--- src/hw/rtl/sst_pkg.sv ---
// Shared types and constants for the sorted set table.
// No dependencies; used by sst_cell, sorted_set_table and sst_checker.
`timescale 1ns / 1ps

package sst_pkg;

	localparam int SST_CAPACITY = 64;
	localparam int SST_DATA_W   = 32;

	// Action codes carried on the input channel
	typedef enum logic [2:0] {
		ACT_INSERT = 3'd0,
		ACT_REMOVE = 3'd1,
		ACT_SEARCH = 3'd2,
		ACT_CLEAR  = 3'd3,
		ACT_FIRST  = 3'd4,
		ACT_NEXT   = 3'd5
	} action_t;

	// What a token does in the cell it reaches
	typedef enum logic [2:0] {
		MODE_NOP  = 3'd0, // pass through untouched
		MODE_INS  = 3'd1, // look for the insert slot
		MODE_SHR  = 3'd2, // push carried value in, carry old one right
		MODE_REM  = 3'd3, // look for the value to delete
		MODE_SHL  = 3'd4, // hole travels right, left neighbor pulls
		MODE_SRCH = 3'd5, // membership test only
		MODE_CLR  = 3'd6, // invalidate every cell on the way
		MODE_READ = 3'd7  // pick up the value at one index
	} mode_t;

	// Token that walks the chain, one cell per cycle
	typedef struct packed {
		logic                         vld;
		mode_t                        mode;
		logic signed [SST_DATA_W-1:0] key;
		logic                         hit;
		logic                         dup;
	} pkt_t;

endpackage

--- src/hw/rtl/sst_cell.sv ---
// One cell of the sorted chain: holds a single entry and processes the token.
// Depends on sst_pkg.
`timescale 1ns / 1ps

module sst_cell #(
	parameter int IDX_W = 6,
	parameter int INDEX = 0
) (
	input  logic                                 clk,
	input  logic                                 arst_n,
	input  sst_pkg::pkt_t                        pkt_in,
	input  logic [IDX_W-1:0]                     pos_in,
	output sst_pkg::pkt_t                        pkt_q,
	output logic [IDX_W-1:0]                     pos_q,
	input  logic signed [sst_pkg::SST_DATA_W-1:0] right_val,
	input  logic                                 right_vld,
	output logic signed [sst_pkg::SST_DATA_W-1:0] val_q,
	output logic                                 vld_q
);
	import sst_pkg::*;

	localparam logic [IDX_W-1:0] MY_IDX = IDX_W'(INDEX);

	pkt_t                        pkt_d;
	logic [IDX_W-1:0]            pos_d;
	logic signed [SST_DATA_W-1:0] val_d;
	logic                        vld_d;
	logic                        is_lt;
	logic                        is_eq;

	assign is_lt = vld_q && ($signed(val_q) < $signed(pkt_in.key));
	assign is_eq = vld_q && (val_q == pkt_in.key);

	// Token handling and entry update
	always_comb begin
		pkt_d = pkt_in;
		pos_d = pos_in;
		val_d = val_q;
		vld_d = vld_q;
		// a hole left behind by our own token: pull the right neighbor in
		if (pkt_q.vld && pkt_q.mode == MODE_SHL) begin
			val_d = right_val;
			vld_d = right_vld;
		end
		if (pkt_in.vld) begin
			case (pkt_in.mode)
				MODE_INS: begin
					if (is_eq) begin
						pkt_d.dup  = 1'b1;
						pkt_d.mode = MODE_NOP;
					end else if (!is_lt) begin
						val_d     = pkt_in.key;
						vld_d     = 1'b1;
						pkt_d.hit = 1'b1;
						pos_d     = MY_IDX;
						pkt_d.key = val_q;
						pkt_d.mode = vld_q ? MODE_SHR : MODE_NOP;
					end
				end
				MODE_SHR: begin
					val_d     = pkt_in.key;
					vld_d     = 1'b1;
					pkt_d.key = val_q;
					if (!vld_q) begin
						pkt_d.mode = MODE_NOP;
					end
				end
				MODE_REM: begin
					if (is_eq) begin
						pkt_d.hit  = 1'b1;
						pos_d      = MY_IDX;
						pkt_d.mode = MODE_SHL;
					end else if (!is_lt) begin
						pkt_d.mode = MODE_NOP;
					end
				end
				MODE_SRCH: begin
					if (is_eq) begin
						pkt_d.hit  = 1'b1;
						pkt_d.mode = MODE_NOP;
					end else if (!is_lt) begin
						pkt_d.mode = MODE_NOP;
					end
				end
				MODE_CLR: begin
					vld_d = 1'b0;
				end
				MODE_READ: begin
					if (pos_in == MY_IDX) begin
						pkt_d.key  = val_q;
						pkt_d.hit  = 1'b1;
						pkt_d.mode = MODE_NOP;
					end
				end
				default: begin
				end
			endcase
		end
	end

	// Control: entry valid and token valid
	always_ff @(posedge clk or negedge arst_n) begin
		if (!arst_n) begin
			vld_q <= 1'b0;
			pkt_q <= '0;
		end else begin
			vld_q <= vld_d;
			pkt_q <= pkt_d;
		end
	end

	// Payload
	always_ff @(posedge clk) begin
		val_q <= val_d;
		pos_q <= pos_d;
	end

endmodule

--- config.mk ---
export PLATFORM = sky130hd
export DESIGN_NAME = sst_cell
export DESIGN_NICKNAME = d
export VERILOG_FILES = /design/src/hw/rtl/sst_pkg.sv /design/src/hw/rtl/sst_cell.sv
export SDC_FILE = /design/constraint.sdc
export NUM_CORES = 1
export LEC_CHECK = 0
export BUFFER_PORTS_ARGS = -buffer_cell sky130_fd_sc_hd__buf_2
export CORE_MARGIN = 2
export CORE_UTILIZATION = 52
export DETAILED_ROUTE_END_ITERATION = 8
export GPL_TIMING_DRIVEN = 0
export HOLD_SLACK_MARGIN = 0.12
export PLACE_DENSITY = 0.81
export SLEW_MARGIN = 20
export SYNTH_ARGS = -nofsm -noshare
export SYNTH_HDL_FRONTEND = slang
export SYNTH_SLANG_ARGS = --single-unit
--- constraint.sdc ---
create_clock -name clk -period 3.1 [get_ports clk]
set_input_delay 0.465 -clock clk [delete_from_list [all_inputs] [get_ports clk]]
set_output_delay 0.465 -clock clk [all_outputs]
set_load 0.02 [all_outputs]
==> results.env <==
SETUP.REG_TO_REG.WORST_SLACK_PS=240
POWER-PER-CELL-AREA_mW_PER_MM2=760
TOTAL_CONGESTION_OVERFLOW=0
HOLD_VIOLATIONS=0
CTS_MAX_PATH_BUFFERS=2
NETSWITCHINGPOWER_uW=2170
SEQ_POWER_SHARE_PCT=33.2
FILLER_CELL_COUNT=806
DESIGN.FINAL.NETS=851
WORSTPATHREQUIRED_PS=3370
GRT_PASS1_VIAS=5439
CTS.SINKS=77
CLKSLEWWORSTSETUPHOLDPATHS_PS=80
SYN-NUM-NETS=686
CRITPATHMAXFANOUT=10
GRT_FIRST_PASS_WIRELENGTH_UM=25900
DETAIL_ROUTE.DRC_VIOLATIONS=0
LAYOUT.AREA.SEQ_MM2=0.00174
MULTIINPUTGATEAREA_MM2=0.00302
TIMING.FMAX_MHz=349
HTREEDEPTH=3
POST_SYNTH_NUM_CELL_TYPES=47
POST-CTS-SETUP-BUFFER-COUNT=0
AREA_DELTA_SYNTH_FINAL_PCT=22.7
PLACEMENT.SETUP.WORST_SLACK_PS=36.4
DETAIL-ROUTE-ANTENNA-NETS=0
ANTENNA_VIOLATIONS_BEFORE_REPAIR=0
DP_HPWL_UM=11800
PATH_BUF_INV=1
FIRSTDRTPASSITERS=5
CTSROOTBUFFERMASTER='sky130_fd_sc_hd__clkbuf_8'
GLOBALPLACE.CONGESTION=0.917
COMMONEST_CELLS_AFTER_ROUTING_FILL_AND_TAPS_ASIDE='163 x sky130_fd_sc_hd__buf_2, 93 x sky130_fd_sc_hd__o21ai_0, 49 x sky130_fd_sc_hd__a21oi_1'
CP-START-KIND='flop'
MAX_SLEW_VIOLATION_TOTAL_FROM_THE_FINAL_REPORT=0
SETUP_VIOL_COUNT_FINAL=0
POST_DRT_WL_PER_CELL_UM=18.7
FLOORPLAN.DIE_AREA_MM2=0.0107
TIMING.CLOCK.SKEW_PS=8.73
MAXSLEWHEADROOM_PCT=46.6
CRIT_SLOWEST_CELL='sky130_fd_sc_hd__dfxtp_1'
SYNTHCELLS=575
WORST_SETUP_EP_TYPE='flop'
CLOCK_POWER_SHARE_PCT=18.6
GRT_UTIL_ALL_LAYERS_PCT=31.1
CTS_TREE='built'
WORSTMARGINPINSLEW_PS=796
TIMING.SETUP.CRITICAL_PATH_CLASS='flop to flop'
SETUP_WS_PS=236
SYNTH_TOP_AREA_CELL='sky130_fd_sc_hd__dfrtp_1'
YOSYS-TOP-CELLS-AREA='sky130_fd_sc_hd__dfrtp_1 19%, sky130_fd_sc_hd__dfxtp_1 15%, sky130_fd_sc_hd__o21ai_0 9.1%'
PERIOD_MINUS_SLACK_PS=2860
SWSHARE_PCT=45.5
NUM_CTS_BUFFERS=9
CLK-INSERTION-DELAY-LATE_PS=370
MIN-DELAY-PATH-CLASS='input pin to asynchronous set/reset pin'
DR.FIRST_ITER.DRC_COUNT=500
INTERNAL-POWER_uW=2610
COMB_POWER_SHARE_PCT=48.2
TOTALWIRELENGTH_UM=16500
RUN_STATUS='finished clean'
SETUP_TNS_PS=0
BOUNDARYPINS=156
ROUTE.VIAS.TOTAL=5592
CTSHOLDBUFFERS=0
SYN_AVG_CELL_AREA_UM2=8.92
WORST_PATH_MOST_REPEATED_CELL='sky130_fd_sc_hd__o21ai_0'
DRIVE_ABOVE_1_SHARE_PCT=26.7
CP_SLOWEST_STAGE_DELAY_PS=420
AVGVIACOUNTPERCELL=6.37
POST_CTS.RESIZED_INSTANCES=0
RSZ0062_AT_GRT='no'
DRV_CAP=0
POWER_LEAKAGE_uW=0.00282
YOSYSSEQAREASHARE_PCT=33.9
GRT_START_MAX_NET_PINS=40
PLACE.PORT_BUFFERS=154
SYNTH-SEQ-CELLS=77
FLOORPLAN.ROWS=36
SYNTH.YOSYS.WARNINGS=0
WORST_HOLD_SLACK_AFTER_FINAL_LAYOUT_PS=82.3
WORST-ENDPOINT-ARRIVAL_PS=3140
DIE_WIDTH_UM=103
STARTING_DENSITY_OF_THE_CORE_PCT=52.9
CRIT_CHAIN='ha_1 > a21oi_1 > o21ai_0 > a22oi_1 > nand4_1 > o211ai_4 > buf_2 > o21ai_0 > a2bb2oi_1'
FINAL_COMMON_CELL='sky130_fd_sc_hd__buf_2'
YOSYS_TOP_CELL_AREA_SHARE_PCT=19.0
WORST_PATH_DOMINANT_CELL_FAMILY='compound AO/OA/AOI/OAI gates'
INSERTEDDIODECOUNT=0
DESIGN.CORE.AREA_MM2=0.00968
VDD.IR_DROP.WORST_mV=0.445
TIMING.FINAL.CRIT_SHARE_PCT=92.4
DIE_Y_UM=103
NETLIST_AREA_MM2=0.00513
## cell type report
type | instances | share of cell area (%)
Buffer | 45 | 3.72
Sequential cell | 77 | 27.6
Inverter | 37 | 2.21
Tap cell | 133 | 2.64
Clock buffer | 12 | 2.47
Multi-Input combinational cell | 416 | 48.0
Timing Repair Buffer | 154 | 12.3
Clock inverter | 4 | 1.11
## stage by stage
step	area, um2	instances	util [%]	total power (uW)
final	6290	878	65.0	4780
after global routing	6290	878	65.0	5080
after CTS	6290	878	64.9	4740
after detailed placement	6060	862	62.6	3860
after global placement	6060	862	62.6	3760
after floorplan	5130	575	-	3070
## per-layer routing
| metal | wire (um) | up-vias | track usage [%] |
|---|---|---|---|
| met1 | 6570 | 2688 | 39.7 |
| met5 | 0 | - | 0 |
| met4 | 444 | 0 | 14.1 |
| met2 | 8030 | 303 | 51.5 |
| met3 | 1420 | 40 | 5.51 |
| li1 | - | 2561 | - |
## power groups by stage
stage               logic [uW]  clock network (uW)  registers [uW]
floorplan                 1210                   0            1860
global placement          2180                   0            1580
detailed placement        2270                   0            1590
CTS                       2280                 893            1570
global route              2520                 934            1620
finish                    2300                 892            1590
## cells in the mapped netlist, drive strengths merged
master and instances:
a22oi 1, a21o 2, a221oi 33, clkinv 1
buf 14, nand2 18, nor2b 7, o221ai 1
xnor2 1, o31ai 1, a311oi 26, nor4 3
o2111ai 1, ha 32, a211oi 3, clkbuf 31
a211o 1, a31oi 3, dfrtp 39, a21boi 1
o22ai 1, inv 36, mux2i 38, o31a 1
a41oi 1, o21a 4, nand3 5, dfxtp 38
o21ai 93, nor2 9, a2bb2oi 33, a21oi 49
nor3 33, o211ai 3, and3 1, nand4 10
o21bai 1
## worst reg2reg max path, delay by kind of cell (launching register included)
family                     cells  cell delay (ps)
adders and majority gates      1              300
DFF                            1              420
and+or+nand+nor                1              260
buffers and inverters          1              310
AOI/OAI and AO/OA              6             1460
## path summary, 6_finish.rpt
| path | start | to | depth (start not counted) |
|---|---|---|---|
| max | val_q[19] | pkt_q[2] | 9 |
| min | arst_n | pkt_q[28] | 1 |
| max reg2reg | val_q[19] | pkt_q[2] | 9 |
| min reg2reg | val_q[30] | val_q[30] | 2 |
| max in group asynchronous | arst_n | pkt_q[12] | 1 |
| min in group clk | pkt_in[37] | pkt_q[37] | 1 |
## sequential cells by signal, indices dropped and copies added, names as in the netlist
name   flops
pkt_q     38
val_q     32
pos_q      6
vld_q      1
## kinds of logic (layout without fill, tap and decap cells)
family | Yosys count | count (layout) | share of synthesized area, %
multiplexers | 38 | 38 | 7.42
AND/OR/NAND/NOR | 86 | 86 | 9.08
XOR/XNOR | 1 | 1 | 0.171
buffers and inverters | 82 | 252 | 7.27
flip-flops | 77 | 77 | 33.9
adder cells (fa/ha/maj) | 32 | 32 | 7.81
AO/OA/AOI/OAI | 259 | 259 | 34.4
Power figures use the tool's default switching activity.
